==> src/csd_pkg.sv <==
// ----------------------------------------------------------------------------
// csd_pkg
// Types and constants shared by the curve subdivision stream modules.
// ----------------------------------------------------------------------------
`timescale 1ns / 1ps

package csd_pkg;

   localparam int SLOTS = 4;
   localparam int IDX_W = $clog2(SLOTS);
   localparam int POINT_SLOTS = 10;

   localparam logic SCHEME_BSPLINE    = 1'b0;
   localparam logic SCHEME_FOUR_POINT = 1'b1;

   typedef enum logic [2:0] {
      OP_POINT,
      OP_PREV,
      OP_MID,
      OP_SMOOTH,
      OP_INS_LO,
      OP_INS_HI
   } op_type;

   typedef struct packed {
      op_type [SLOTS-1:0] ops;
      logic   [IDX_W-1:0] final_idx;
      logic               last;
   } cmd_type;

endpackage

==> src/csd_req_if.sv <==
// ----------------------------------------------------------------------------
// csd_req_if
// Control point channel: valid, ready and one control point.
// ----------------------------------------------------------------------------
`timescale 1ns / 1ps

interface csd_req_if #(parameter int COORD_WIDTH = 24);
   logic                          valid;
   logic                          ready;
   logic signed [COORD_WIDTH-1:0] point_x;
   logic signed [COORD_WIDTH-1:0] point_y;
   logic                          point_last;

   modport source (output valid, point_x, point_y, point_last, input ready);
   modport sink (input valid, point_x, point_y, point_last, output ready);
endinterface

==> src/csd_rsp_if.sv <==
// ----------------------------------------------------------------------------
// csd_rsp_if
// Refined point channel: valid, ready and one refined point.
// ----------------------------------------------------------------------------
`timescale 1ns / 1ps

interface csd_rsp_if #(parameter int COORD_WIDTH = 24);
   logic                          valid;
   logic                          ready;
   logic signed [COORD_WIDTH-1:0] out_x;
   logic signed [COORD_WIDTH-1:0] out_y;
   logic                          out_last;

   modport source (output valid, out_x, out_y, out_last, input ready);
   modport sink (input valid, out_x, out_y, out_last, output ready);
endinterface

==> src/csd_csr_if.sv <==
// ----------------------------------------------------------------------------
// csd_csr_if
// Configuration write channel for the subdivision scheme register.
// ----------------------------------------------------------------------------
`timescale 1ns / 1ps

interface csd_csr_if;
   logic valid;
   logic ready;
   logic data;

   modport source (output valid, data, input ready);
   modport sink (input valid, data, output ready);
endinterface

==> src/csd_front.sv <==
// ----------------------------------------------------------------------------
// csd_front
// Accepts control points, keeps the point window and builds one command per
// item that yields refined points, listing the refined points it produces.
// ----------------------------------------------------------------------------
`timescale 1ns / 1ps

module csd_front
   import csd_pkg::*;
#(
   parameter int COORD_WIDTH = 24
) (
   input  logic                                       clock,
   input  logic                                       reset,
   csd_req_if.sink                                    req_bus,
   csd_csr_if.sink                                    csr_bus,
   output logic                                       push_valid,
   output cmd_type                                    push_cmd,
   output logic [POINT_SLOTS*(COORD_WIDTH+2)-1:0]     push_data,
   input  logic                                       push_ready
);

   localparam int E = COORD_WIDTH + 2;

   localparam logic [1:0] SEEN_NONE = 2'd0;
   localparam logic [1:0] SEEN_ONE  = 2'd1;
   localparam logic [1:0] SEEN_TWO  = 2'd2;
   localparam logic [1:0] SEEN_MANY = 2'd3;

   logic signed [COORD_WIDTH-1:0] win_x_ff [3];
   logic signed [COORD_WIDTH-1:0] win_y_ff [3];
   logic [1:0] seen_ff, seen_in;
   logic       scheme_ff, scheme_in;

   logic accept;
   logic signed [E-1:0] px, py, w0x, w0y, w1x, w1y, w2x, w2y;
   logic signed [E-1:0] ax, ay, gx, gy;

   assign req_bus.ready = push_ready;
   assign csr_bus.ready = 1'b1;
   assign accept = req_bus.valid && push_ready;

   assign px  = E'(req_bus.point_x);
   assign py  = E'(req_bus.point_y);
   assign w0x = E'(win_x_ff[0]);
   assign w0y = E'(win_y_ff[0]);
   assign w1x = E'(win_x_ff[1]);
   assign w1y = E'(win_y_ff[1]);
   assign w2x = E'(win_x_ff[2]);
   assign w2y = E'(win_y_ff[2]);

   assign ax = (seen_ff == SEEN_TWO) ? (w1x <<< 1) - w0x : w2x;
   assign ay = (seen_ff == SEEN_TWO) ? (w1y <<< 1) - w0y : w2y;
   assign gx = (px <<< 1) - w0x;
   assign gy = (py <<< 1) - w0y;

   assign push_data = {gy, gx, py, px, w0y, w0x, w1y, w1x, ay, ax};

   always_comb begin
      push_cmd.ops       = {SLOTS{OP_POINT}};
      push_cmd.final_idx = '0;
      push_cmd.last      = req_bus.point_last;
      push_valid         = req_bus.valid;
      if (seen_ff == SEEN_NONE) begin
         push_cmd.ops[0] = OP_POINT;
      end else if (scheme_ff == SCHEME_BSPLINE) begin
         if (seen_ff == SEEN_ONE) begin
            push_cmd.ops[0] = req_bus.point_last ? OP_POINT : OP_MID;
         end else begin
            push_cmd.ops[0]    = OP_SMOOTH;
            push_cmd.ops[1]    = OP_MID;
            push_cmd.ops[2]    = OP_POINT;
            push_cmd.final_idx = req_bus.point_last ? IDX_W'(2) : IDX_W'(1);
         end
      end else begin
         if (seen_ff == SEEN_ONE) begin
            push_cmd.ops[0]    = OP_MID;
            push_cmd.ops[1]    = OP_POINT;
            push_cmd.final_idx = IDX_W'(1);
            push_valid         = req_bus.valid && req_bus.point_last;
         end else begin
            push_cmd.ops[0]    = OP_INS_LO;
            push_cmd.ops[1]    = OP_PREV;
            push_cmd.ops[2]    = OP_INS_HI;
            push_cmd.ops[3]    = OP_POINT;
            push_cmd.final_idx = req_bus.point_last ? IDX_W'(3) : IDX_W'(1);
         end
      end
   end

   always_comb begin
      seen_in = seen_ff;
      if (accept) begin
         if (req_bus.point_last) begin
            seen_in = SEEN_NONE;
         end else if (seen_ff != SEEN_MANY) begin
            seen_in = seen_ff + 2'd1;
         end
      end
      scheme_in = csr_bus.valid ? csr_bus.data : scheme_ff;
   end

   always_ff @(posedge clock) begin
      if (reset) begin
         seen_ff   <= SEEN_NONE;
         scheme_ff <= SCHEME_BSPLINE;
      end else begin
         seen_ff   <= seen_in;
         scheme_ff <= scheme_in;
      end
   end

   always_ff @(posedge clock) begin
      if (accept) begin
         win_x_ff[2] <= win_x_ff[1];
         win_x_ff[1] <= win_x_ff[0];
         win_x_ff[0] <= req_bus.point_x;
         win_y_ff[2] <= win_y_ff[1];
         win_y_ff[1] <= win_y_ff[0];
         win_y_ff[0] <= req_bus.point_y;
      end
   end

endmodule

==> src/csd_queue.sv <==
// ----------------------------------------------------------------------------
// csd_queue
// Short command queue between the front and the back.
// ----------------------------------------------------------------------------
`timescale 1ns / 1ps

module csd_queue #(
   parameter int WIDTH = 8,
   parameter int DEPTH = 4
) (
   input  logic             clock,
   input  logic             reset,
   input  logic             in_valid,
   output logic             in_ready,
   input  logic [WIDTH-1:0] in_data,
   output logic             out_valid,
   input  logic             out_ready,
   output logic [WIDTH-1:0] out_data
);

   localparam int PTR_W = (DEPTH > 1) ? $clog2(DEPTH) : 1;
   localparam int CNT_W = $clog2(DEPTH + 1);

   logic [WIDTH-1:0] slot_ff [DEPTH];
   logic [PTR_W-1:0] wr_ptr_ff, wr_ptr_in, rd_ptr_ff, rd_ptr_in;
   logic [CNT_W-1:0] count_ff, count_in;
   logic push, pop;

   assign in_ready  = count_ff != CNT_W'(DEPTH);
   assign out_valid = count_ff != '0;
   assign out_data  = slot_ff[rd_ptr_ff];
   assign push      = in_valid && in_ready;
   assign pop       = out_valid && out_ready;

   always_comb begin
      wr_ptr_in = wr_ptr_ff;
      rd_ptr_in = rd_ptr_ff;
      count_in  = count_ff;
      if (push) begin
         wr_ptr_in = (wr_ptr_ff == PTR_W'(DEPTH - 1)) ? '0 : wr_ptr_ff + PTR_W'(1);
      end
      if (pop) begin
         rd_ptr_in = (rd_ptr_ff == PTR_W'(DEPTH - 1)) ? '0 : rd_ptr_ff + PTR_W'(1);
      end
      if (push && !pop) begin
         count_in = count_ff + CNT_W'(1);
      end else if (pop && !push) begin
         count_in = count_ff - CNT_W'(1);
      end
   end

   always_ff @(posedge clock) begin
      if (reset) begin
         wr_ptr_ff <= '0;
         rd_ptr_ff <= '0;
         count_ff  <= '0;
      end else begin
         wr_ptr_ff <= wr_ptr_in;
         rd_ptr_ff <= rd_ptr_in;
         count_ff  <= count_in;
      end
   end

   always_ff @(posedge clock) begin
      if (push) begin
         slot_ff[wr_ptr_ff] <= in_data;
      end
   end

endmodule

==> src/csd_back.sv <==
// ----------------------------------------------------------------------------
// csd_back
// Works through each queued command, one refined point per cycle while the
// receiver takes results, into a registered result stage.
// ----------------------------------------------------------------------------
`timescale 1ns / 1ps

module csd_back
   import csd_pkg::*;
#(
   parameter int COORD_WIDTH = 24
) (
   input  logic                                   clock,
   input  logic                                   reset,
   input  logic                                   q_valid,
   input  cmd_type                                q_cmd,
   input  logic [POINT_SLOTS*(COORD_WIDTH+2)-1:0] q_data,
   output logic                                   q_ready,
   csd_rsp_if.source                              rsp_bus
);

   localparam int E = COORD_WIDTH + 2;
   localparam int W = COORD_WIDTH + 8;
   localparam logic signed [W-1:0] SAT_HI = {{(W-COORD_WIDTH+1){1'b0}}, {(COORD_WIDTH-1){1'b1}}};
   localparam logic signed [W-1:0] SAT_LO = {{(W-COORD_WIDTH+1){1'b1}}, {(COORD_WIDTH-1){1'b0}}};

   function automatic logic signed [COORD_WIDTH-1:0] refine(
      input op_type op,
      input logic signed [E-1:0] a_e,
      input logic signed [E-1:0] b_e,
      input logic signed [E-1:0] c_e,
      input logic signed [E-1:0] d_e,
      input logic signed [E-1:0] g_e
   );
      logic signed [W-1:0] a, b, c, d, g, res;
      a = W'(a_e);
      b = W'(b_e);
      c = W'(c_e);
      d = W'(d_e);
      g = W'(g_e);
      case (op)
         OP_POINT:  res = d;
         OP_PREV:   res = c;
         OP_MID:    res = (c + d) >>> 1;
         OP_SMOOTH: res = (b + (c <<< 2) + (c <<< 1) + d) >>> 3;
         OP_INS_LO: res = ((((b + c) <<< 3) + (b + c)) - a - d) >>> 4;
         OP_INS_HI: res = ((((c + d) <<< 3) + (c + d)) - b - g) >>> 4;
         default:   res = d;
      endcase
      if (res > SAT_HI) begin
         res = SAT_HI;
      end else if (res < SAT_LO) begin
         res = SAT_LO;
      end
      return res[COORD_WIDTH-1:0];
   endfunction

   logic [IDX_W-1:0] idx_ff, idx_in;
   logic out_valid_ff, out_valid_in;
   logic signed [COORD_WIDTH-1:0] out_x_ff, out_y_ff;
   logic out_last_ff;
   logic advance, is_final;
   op_type op;

   assign advance  = q_valid && (!out_valid_ff || rsp_bus.ready);
   assign is_final = idx_ff == q_cmd.final_idx;
   assign q_ready  = advance && is_final;
   assign op       = q_cmd.ops[idx_ff];

   assign rsp_bus.valid    = out_valid_ff;
   assign rsp_bus.out_x    = out_x_ff;
   assign rsp_bus.out_y    = out_y_ff;
   assign rsp_bus.out_last = out_last_ff;

   always_comb begin
      idx_in       = idx_ff;
      out_valid_in = out_valid_ff;
      if (advance) begin
         idx_in       = is_final ? '0 : idx_ff + IDX_W'(1);
         out_valid_in = 1'b1;
      end else if (rsp_bus.ready) begin
         out_valid_in = 1'b0;
      end
   end

   always_ff @(posedge clock) begin
      if (reset) begin
         idx_ff       <= '0;
         out_valid_ff <= 1'b0;
      end else begin
         idx_ff       <= idx_in;
         out_valid_ff <= out_valid_in;
      end
   end

   always_ff @(posedge clock) begin
      if (advance) begin
         out_x_ff <= refine(op, q_data[0*E +: E], q_data[2*E +: E], q_data[4*E +: E],
                            q_data[6*E +: E], q_data[8*E +: E]);
         out_y_ff <= refine(op, q_data[1*E +: E], q_data[3*E +: E], q_data[5*E +: E],
                            q_data[7*E +: E], q_data[9*E +: E]);
         out_last_ff <= q_cmd.last && is_final;
      end
   end

   a_idx_in_range: assert property (@(posedge clock) disable iff (reset)
      q_valid |-> idx_ff <= q_cmd.final_idx)
      else $error("result index ran past the command's last point");

   a_idx_idle_zero: assert property (@(posedge clock) disable iff (reset)
      !q_valid |-> idx_ff == '0)
      else $error("result index not at zero with no command waiting");

   a_pop_restarts: assert property (@(posedge clock) disable iff (reset)
      q_ready |=> idx_ff == '0)
      else $error("result index did not restart after a command finished");

endmodule

==> src/curve_subdivision_stream.sv <==
// ----------------------------------------------------------------------------
// curve_subdivision_stream
// One pass of cubic B-spline or four-point polyline subdivision, streamed.
// ----------------------------------------------------------------------------
// Control points enter on req_bus, one item per point, with point_last set on
// the final point of a polyline. Refined points leave on rsp_bus in order,
// out_last marking the final refined point. csr_bus writes the scheme
// register (0 cubic B-spline, 1 four-point); it is always ready and should be
// written only while no item is in flight.
// The front takes one control point per cycle while the queue has room and
// queues a command holding the points it needs; a four-entry queue lets it
// run ahead of the back. The back emits one refined point per cycle while
// the receiver is ready, from a registered output; a control point yields
// zero to four results, about two sustained. The first result of an item
// passes through the queue and then the output register before it is valid.
// When the receiver stalls, the output holds, the back stops and the queue
// fills; req_bus.ready drops only when the queue is full.
// Synchronous reset empties the queue and the output, restarts the polyline
// and selects the cubic B-spline scheme.
// ----------------------------------------------------------------------------
`timescale 1ns / 1ps

module curve_subdivision_stream
   import csd_pkg::*;
#(
   parameter int COORD_WIDTH = 24
) (
   input  logic      clock,
   input  logic      reset,
   csd_req_if.sink   req_bus,
   csd_rsp_if.source rsp_bus,
   csd_csr_if.sink   csr_bus
);

   localparam int DATA_W = POINT_SLOTS * (COORD_WIDTH + 2);
   localparam int CMD_W  = $bits(cmd_type);
   localparam int WORD_W = DATA_W + CMD_W;

   logic              push_valid, push_ready;
   cmd_type           push_cmd;
   logic [DATA_W-1:0] push_data;
   logic              q_valid, q_ready;
   logic [WORD_W-1:0] q_word;
   cmd_type           q_cmd;
   logic [DATA_W-1:0] q_data;

   csd_front #(.COORD_WIDTH(COORD_WIDTH)) u_front (
      .clock      (clock),
      .reset      (reset),
      .req_bus    (req_bus),
      .csr_bus    (csr_bus),
      .push_valid (push_valid),
      .push_cmd   (push_cmd),
      .push_data  (push_data),
      .push_ready (push_ready)
   );

   csd_queue #(.WIDTH(WORD_W), .DEPTH(4)) u_queue (
      .clock     (clock),
      .reset     (reset),
      .in_valid  (push_valid),
      .in_ready  (push_ready),
      .in_data   ({push_cmd, push_data}),
      .out_valid (q_valid),
      .out_ready (q_ready),
      .out_data  (q_word)
   );

   assign q_cmd  = cmd_type'(q_word[DATA_W +: CMD_W]);
   assign q_data = q_word[DATA_W-1:0];

   csd_back #(.COORD_WIDTH(COORD_WIDTH)) u_back (
      .clock   (clock),
      .reset   (reset),
      .q_valid (q_valid),
      .q_cmd   (q_cmd),
      .q_data  (q_data),
      .q_ready (q_ready),
      .rsp_bus (rsp_bus)
   );

endmodule
==> src/flat_wrapper.sv <==
// flat-port wrapper written by rule: the top's interface ports become plain ports
module curve_subdivision_stream_flat import csd_pkg::*;
#(
   parameter int COORD_WIDTH = 24
)
  (clock, reset, req_bus_valid, req_bus_point_x, req_bus_point_y, req_bus_point_last, req_bus_ready, rsp_bus_valid, rsp_bus_out_x, rsp_bus_out_y, rsp_bus_out_last, rsp_bus_ready, csr_bus_valid, csr_bus_data, csr_bus_ready);
  csd_req_if #(.COORD_WIDTH(COORD_WIDTH)) req_bus_i ();
  csd_rsp_if #(.COORD_WIDTH(COORD_WIDTH)) rsp_bus_i ();
  csd_csr_if csr_bus_i ();
  input  logic clock;
  input  logic reset;
  input wire logic [$bits(req_bus_i.valid)-1:0] req_bus_valid;
  input wire logic [$bits(req_bus_i.point_x)-1:0] req_bus_point_x;
  input wire logic [$bits(req_bus_i.point_y)-1:0] req_bus_point_y;
  input wire logic [$bits(req_bus_i.point_last)-1:0] req_bus_point_last;
  output wire logic [$bits(req_bus_i.ready)-1:0] req_bus_ready;
  output wire logic [$bits(rsp_bus_i.valid)-1:0] rsp_bus_valid;
  output wire logic [$bits(rsp_bus_i.out_x)-1:0] rsp_bus_out_x;
  output wire logic [$bits(rsp_bus_i.out_y)-1:0] rsp_bus_out_y;
  output wire logic [$bits(rsp_bus_i.out_last)-1:0] rsp_bus_out_last;
  input wire logic [$bits(rsp_bus_i.ready)-1:0] rsp_bus_ready;
  input wire logic [$bits(csr_bus_i.valid)-1:0] csr_bus_valid;
  input wire logic [$bits(csr_bus_i.data)-1:0] csr_bus_data;
  output wire logic [$bits(csr_bus_i.ready)-1:0] csr_bus_ready;
  assign req_bus_i.valid = req_bus_valid;
  assign req_bus_i.point_x = req_bus_point_x;
  assign req_bus_i.point_y = req_bus_point_y;
  assign req_bus_i.point_last = req_bus_point_last;
  assign req_bus_ready = req_bus_i.ready;
  assign rsp_bus_valid = rsp_bus_i.valid;
  assign rsp_bus_out_x = rsp_bus_i.out_x;
  assign rsp_bus_out_y = rsp_bus_i.out_y;
  assign rsp_bus_out_last = rsp_bus_i.out_last;
  assign rsp_bus_i.ready = rsp_bus_ready;
  assign csr_bus_i.valid = csr_bus_valid;
  assign csr_bus_i.data = csr_bus_data;
  assign csr_bus_ready = csr_bus_i.ready;
  curve_subdivision_stream #(.COORD_WIDTH(COORD_WIDTH)) u_core (.clock(clock), .reset(reset), .req_bus(req_bus_i), .rsp_bus(rsp_bus_i), .csr_bus(csr_bus_i));
endmodule
==> config.mk <==
export PLATFORM = sky130hd
export DESIGN_NAME = curve_subdivision_stream_flat
export DESIGN_NICKNAME = d
export VERILOG_FILES = /design/src/csd_pkg.sv /design/src/csd_req_if.sv /design/src/csd_rsp_if.sv /design/src/csd_csr_if.sv /design/src/csd_front.sv /design/src/csd_queue.sv /design/src/csd_back.sv /design/src/curve_subdivision_stream.sv /design/src/flat_wrapper.sv
export SDC_FILE = /design/constraint.sdc
export NUM_CORES = 2
export LEC_CHECK = 0
export ABC_AREA = 0
export BUFFER_PORTS_ARGS = -buffer_cell sky130_fd_sc_hd__buf_4
export CORE_ASPECT_RATIO = 2
export CORE_UTILIZATION = 41
export CTS_CLUSTER_DIAMETER = 50
export DETAILED_ROUTE_END_ITERATION = 8
export REMOVE_ABC_BUFFERS = 1
export SLEW_MARGIN = 10
export SYNTH_ARGS = -nofsm -noshare
export SYNTH_HDL_FRONTEND = slang
export SYNTH_SLANG_ARGS = --single-unit
==> constraint.sdc <==
create_clock -name clock -period 12.43 [get_ports clock]
set_input_delay 2.486 -clock clock [delete_from_list [all_inputs] [get_ports clock]]
set_output_delay 2.486 -clock clock [all_outputs]
set_load 0.005 [all_outputs]
; Word-level counts from Yosys, hierarchy flattened
; Memories as Yosys holds them, arrays and structs flattened. A register that Yosys moved wholly into a read port is not among the register bits.
; Index checks and enable logic that the tools add are counted.
[word_totals]
regBits = 62
ramBits = 1244
input_bits = 55
output_inout_bits = 52
elab_cells = 122
memories = 3
[classes]
add_sub_neg = 32
order_cmp = 5
eq_ne = 12
mux = 41
n_reduce_logical = 19
[memory_table]
columns = name, depth, word_bits, rd, rd_clocked_by_memory_dff, write_ports, line
row1 = u_core.u_queue.slot_ff, 4, 275, 1, 1, 1, csd_queue.sv:24  ; logic [WIDTH-1:0] slot_ff [DEPTH];
row2 = u_core.u_front.win_x_ff, 3, 24, 3, 0, 3, csd_front.sv:30  ; logic signed [COORD_WIDTH-1:0] win_x_ff [3];
row3 = u_core.u_front.win_y_ff, 3, 24, 3, 0, 3, csd_front.sv:31  ; logic signed [COORD_WIDTH-1:0] win_y_ff [3];
[ops]
columns = op, count
row1 = 32-bit case mux with 5 select lines, 2
row2 = 31-bit by 26-bit subtractor with 32-bit output, 4
row3 = 32-bit by 26-bit subtractor with 32-bit output, 4
row4 = 30-bit by 27-bit adder with 31-bit output, 4
row5 = 26-bit by 26-bit adder with 27-bit output, 4
row6 = 25-bit by 24-bit subtractor with 26-bit output, 4
row7 = "32-bit by 24-bit > comparator with 1-bit output, second input constant", 2
row8 = "32-bit by 24-bit less-than comparator with 1-bit output, second input constant", 2
row9 = 32-bit two-way mux, 2
row10 = 30-bit by 26-bit adder with 31-bit output, 2
row11 = 29-bit by 27-bit adder with 30-bit output, 2
row12 = 26-bit by 28-bit adder with 29-bit output, 2
row13 = 26-bit two-way mux, 2
row14 = 24-bit two-way mux, 2
row15 = 2-bit two-way mux, 14
row16 = 3-bit two-way mux, 6
row17 = 11-bit two-way mux, 1
row18 = 1-bit logical AND, 9
row19 = 1-bit two-way mux, 9
row20 = 9-bit two-way mux, 1
row21 = "2-bit by 1-bit adder with 2-bit output, second input constant", 4
row22 = 3-bit binary-select mux with 2-bit select, 1
row23 = "2-bit == test, second input constant", 3
row24 = "3-bit by 2-bit == test with 1-bit output, second input constant", 2
row25 = other kinds (16), 21

; Longest topological paths before layout
[logic_depth]
depth_word = 9
mapped_depth = 39

; By module
; A second synthesis with hierarchy kept.
[unflattened]
hier_cells = 5649
hier_area_um2 = 76704.8
[by_module_without_submodules]
columns = mod, n_inst, cells_each, area_per_inst_um2
row1 = csd_queue, 1, 1485, 40243.6
row2 = csd_back, 1, 3033, 25355.6
row3 = csd_front, 1, 1131, 11105.7

; Worst setup path after synthesis
; OpenSTA, ideal clock, no wires.
[synth_path]
kind = reg2reg
start = register (tool-made name)
end = register u_core.u_back.out_y_ff[6] (netlist: u_core.u_back.rsp_bus.out_y[6]) (data pin)
setup_time_ps = 145
arrival_ps = 9802
required_ps = 12285
setup_slack_ps = 2483
stages_incl_launch_ff = 37
synth_period_minus_slack_ps = 9947
cell_sequence = dfxtp_1 > buf_6 > buf_1 > buf_2 > buf_1 > clkbuf_1 > buf_1 > mux4_2 > ha_1 > nor2b_1 > o21ai_0 > a21boi_0 > o21ai_0 > a21boi_0 > o21ai_0 > a21oi_1 > o41ai_1 > o21ai_0 > or4b_2 > a31oi_1 > o21ai_0 > xor2_1 > fa_1 > fa_1 > ha_1 > and4_1 > nand2_1 > nand2_1 > nand2_1 > and3_1 > nor3_1 > mux2i_1 > a211o_1 > a21oi_1 > a31oi_2 > buf_4 > o21ai_1
[synth_rtl]
columns = element, line
row1 = "end signal, assigned", csd_back.sv:100  ; out_y_ff <= refine(op, q_data[1*E +: E], q_data[3*E +: E], q_data[5*E +: E],
row2 = "end, declared", csd_back.sv:60  ; logic signed [COORD_WIDTH-1:0] out_x_ff, out_y_ff;

==> metrics.txt <==
Total GRT Usage=a little under a quarter; CP Capture Type=flop; warnings from Yosys=0; register area=0.0364 mm²; Max Slew Vio Count=0; RSZ-0062 raised after global routing=false; placed cell area=about 0.074 mm²; r2r endpoint=u_core.u_back.rsp_bus.out_x[13]; wire length per cell=around 27 µm; clock sinks=about 1200; number of max-cap violations=0; CTS hold repair buffers=0; type of origin of the critical path=flop; Die X=roughly 300 µm; post-layout min period=a little over 10 ns; largest net degree at the start of global routing=between 100 and 150; WP data arrival=around 11 ns; CTS Buffer Depth=3; fmax=just under 0.1 GHz; root buf cell=clkbuf_16; fin area=0.0774 mm²; Worst-path clk slew=0.07 ns; register area share after synthesis=between 50 and 60%; Die Y=586 µm; die area=about 0.17 mm²; top cell type's share of synthesized area=between 50% and 60%; PortBufs=about 110; CP max-delay cell=dfxtp_4; area delta synth->final=10.8%; top_reg_cell synth=edfxtp_1; initial cell density of the core=around 41%; core area=~0.17 mm²; ys async rst share=0%; CP Capture Point=u_core.u_back.rsp_bus.out_x[13]; Final Cycle Share=between 80% and 90%; number of global-route vias before repair=around 46000; hold path start=u_core.u_back.rsp_bus.valid; Iter 0 DRT Violations=between 2000 and 3000; htree depth=3; post-route ant nets=0; measured slew at the worst slew-check pin=~1.2 ns; Required @ worst endpoint=approximately 13 ns; Hold Path Class=flop to flop; CP Max Fanout=between 50 and 60; Gates resized, CTS repair=0; outcome=finished, final reports clean; CTS Buf Count=approximately 110; Worst-Skew Late Latency=0.74 ns; Final #Nets=5978; Setup Viol. Count Final=0; initial antenna violation count=12; Reg2Reg Depth=31; final wirelength=a little over 200000 µm; routability cong.=0.970; CP peak stage delay=approximately 0.75 ns; Final Hold Vio Count=0; max_slew headroom=between 20% and 30%; # IOs=~110; DP HPWL=151000 µm; Synth Instances=about 5000; area leader, netlist=edfxtp_1; total gr overflow=0; Register-to-Register Setup Slack=2.35 ns; flops & latches, synth=approximately 1200; Synth area leaders=edfxtp_1 52%, fa_1 9.2%, mux4_2 8.1%; # rows=around 210; area occupied by multi-input gates=between 0.03 and 0.04 mm²; most frequent cell on the critical path=o21ai_0; Avg Inst Size Synth=about 14 µm²; number of synthesized flops with an enable pin=about 1200; # fillers=between 10000 and 15000; Setup Skew=0.0565 ns; Yosys cell types=86; share of layout cells above drive strength 1=about 13%; DRC=0; CTS tree=built; Vias/cell=5.65; First-pass DRT Iterations=5; number of post-CTS setup repair buffers=0; Post-Syn Area=0.0699 mm²; Via Count=approximately 43000; Worst Setup Path Type=flop to flop; first-pass GRT wire length=between 200000 and 300000 µm
==> cell families after synthesis <==
group           count (synthesis)  share of synthesized area [%]
fa+ha+maj                     733                           16.6
other cells                     1                        0.00537
buf+inv                       675                           3.69
xor+xnor                      293                           3.67
flops                        1216                           52.1
compound gates               1011                           9.64
simple gates                  809                           5.53
mux                           297                           8.83
==> worst min-delay path by stage <==
stage | to | slack [ns] | cells past startpoint
6_report | u_core.u_back.rsp_bus.valid | 0.47 | 2
5_1_grt | u_core.u_back.rsp_bus.valid | 0.50 | 2
4_1_cts | u_core.u_back.rsp_bus.valid | 0.47 | 2
3_5_place_dp | u_core.u_back.rsp_bus.valid | 0.47 | 2
3_3_place_gp | u_core.u_back.rsp_bus.valid | 0.46 | 2
2_1_floorplan | u_core.u_back.rsp_bus.valid | 0.46 | 2
==> flip-flops by register name, indices dropped and copies added, names as in the netlist, named ones only <==
name / count
u_core.u_queue.count_ff: 3
u_core.u_back.idx_ff: 2
u_core.u_front.win_y_ff: 72
u_core.u_back.rsp_bus.out_x: 24
u_core.u_front.win_x_ff: 72
u_core.u_back.rsp_bus.out_last: 1
u_core.u_queue.rd_ptr_ff: 2
u_core.u_queue.wr_ptr_ff: 2
u_core.u_front.seen_ff: 2
u_core.u_back.rsp_bus.out_y: 24
u_core.u_front.scheme_ff: 1
u_core.u_queue.slot_ff: 1008
u_core.u_back.rsp_bus.valid: 1
==> critical path, delay by kind of cell, from the launching register on <==
| kind | cells | cell delay, ns |
|---|---|---|
| buffers and inverters | 2 | 0.54 |
| muxes | 1 | 0.67 |
| and+or+nand+nor | 4 | 0.48 |
| adders and majority gates | 5 | 1.71 |
| DFF | 1 | 0.75 |
| AOI/OAI and AO/OA | 19 | 5.61 |
==> cells in the final DEF (no fill, tap or decap), types with 32 or more instances in the layout <==
cell,count
inv_1,551
a21o_1,105
xor2_1,100
o21a_1,34
a21oi_1,247
clkbuf_16,112
o21bai_1,37
nand3_1,66
nor2_1,241
o21ai_0,200
a211oi_1,42
fa_1,321
xnor2_1,193
nand2b_1,37
nand2_1,183
mux4_2,252
a221oi_1,32
nor3_1,84
ha_1,411
buf_4,151
edfxtp_1,1201
nor2b_1,63
==> through the flow <==
stage,setup slack (ns),util [%],TNS (ns),cells,hold WS (ns)
final,2.35,45.9,0,7558,0.470
after global routing,1.64,45.9,0,7558,0.499
after CTS,2.30,45.8,0,7539,0.474
after detailed placement,2.36,43.6,0,7333,0.465
after global placement,2.49,43.6,0,7332,0.456
after floorplan,-6.07,-,-270.31,4914,0.455
==> layer usage <==
layer	wire length, µm	up-vias	GRT usage (%)
li1	-	19187	-
met1	66100	21801	22.9
met2	115000	1175	47.0
met3	7910	550	2.88
met4	15200	18	15.6
met5	118	-	0
==> synthesized netlist by cell type (all sizes together) (31+ instances only) <==
| cell type | n |
|---|---|
| edfxtp | 1201 |
| inv | 553 |
| ha | 412 |
| fa | 321 |
| mux4 | 252 |
| a21oi | 249 |
| nor2 | 243 |
| o21ai | 221 |
| xnor2 | 193 |
| nand2 | 183 |
| a21o | 105 |
| xor2 | 100 |
| nor3 | 86 |
| clkbuf | 79 |
| nand3 | 67 |
| nor2b | 63 |
| a211oi | 44 |
| buf | 42 |
| nand2b | 37 |
| o21bai | 37 |
| a221oi | 34 |
| o21a | 34 |
| a31oi | 32 |
| mux2 | 31 |
==> layout make-up <==
type,count,share of cell area (%)
timing repair buffer,162,1.74
antenna,19,0.0615
multi-input combinational,3144,40.1
sequential,1216,47.0
tap,2257,3.65
clock buffer,134,3.73
inverter,554,2.70
clock inverter,72,1.05
Power is left out: the tool's default activity adds up to more than one toggle a clock period on the data nets, which glitch-free logic cannot reach.
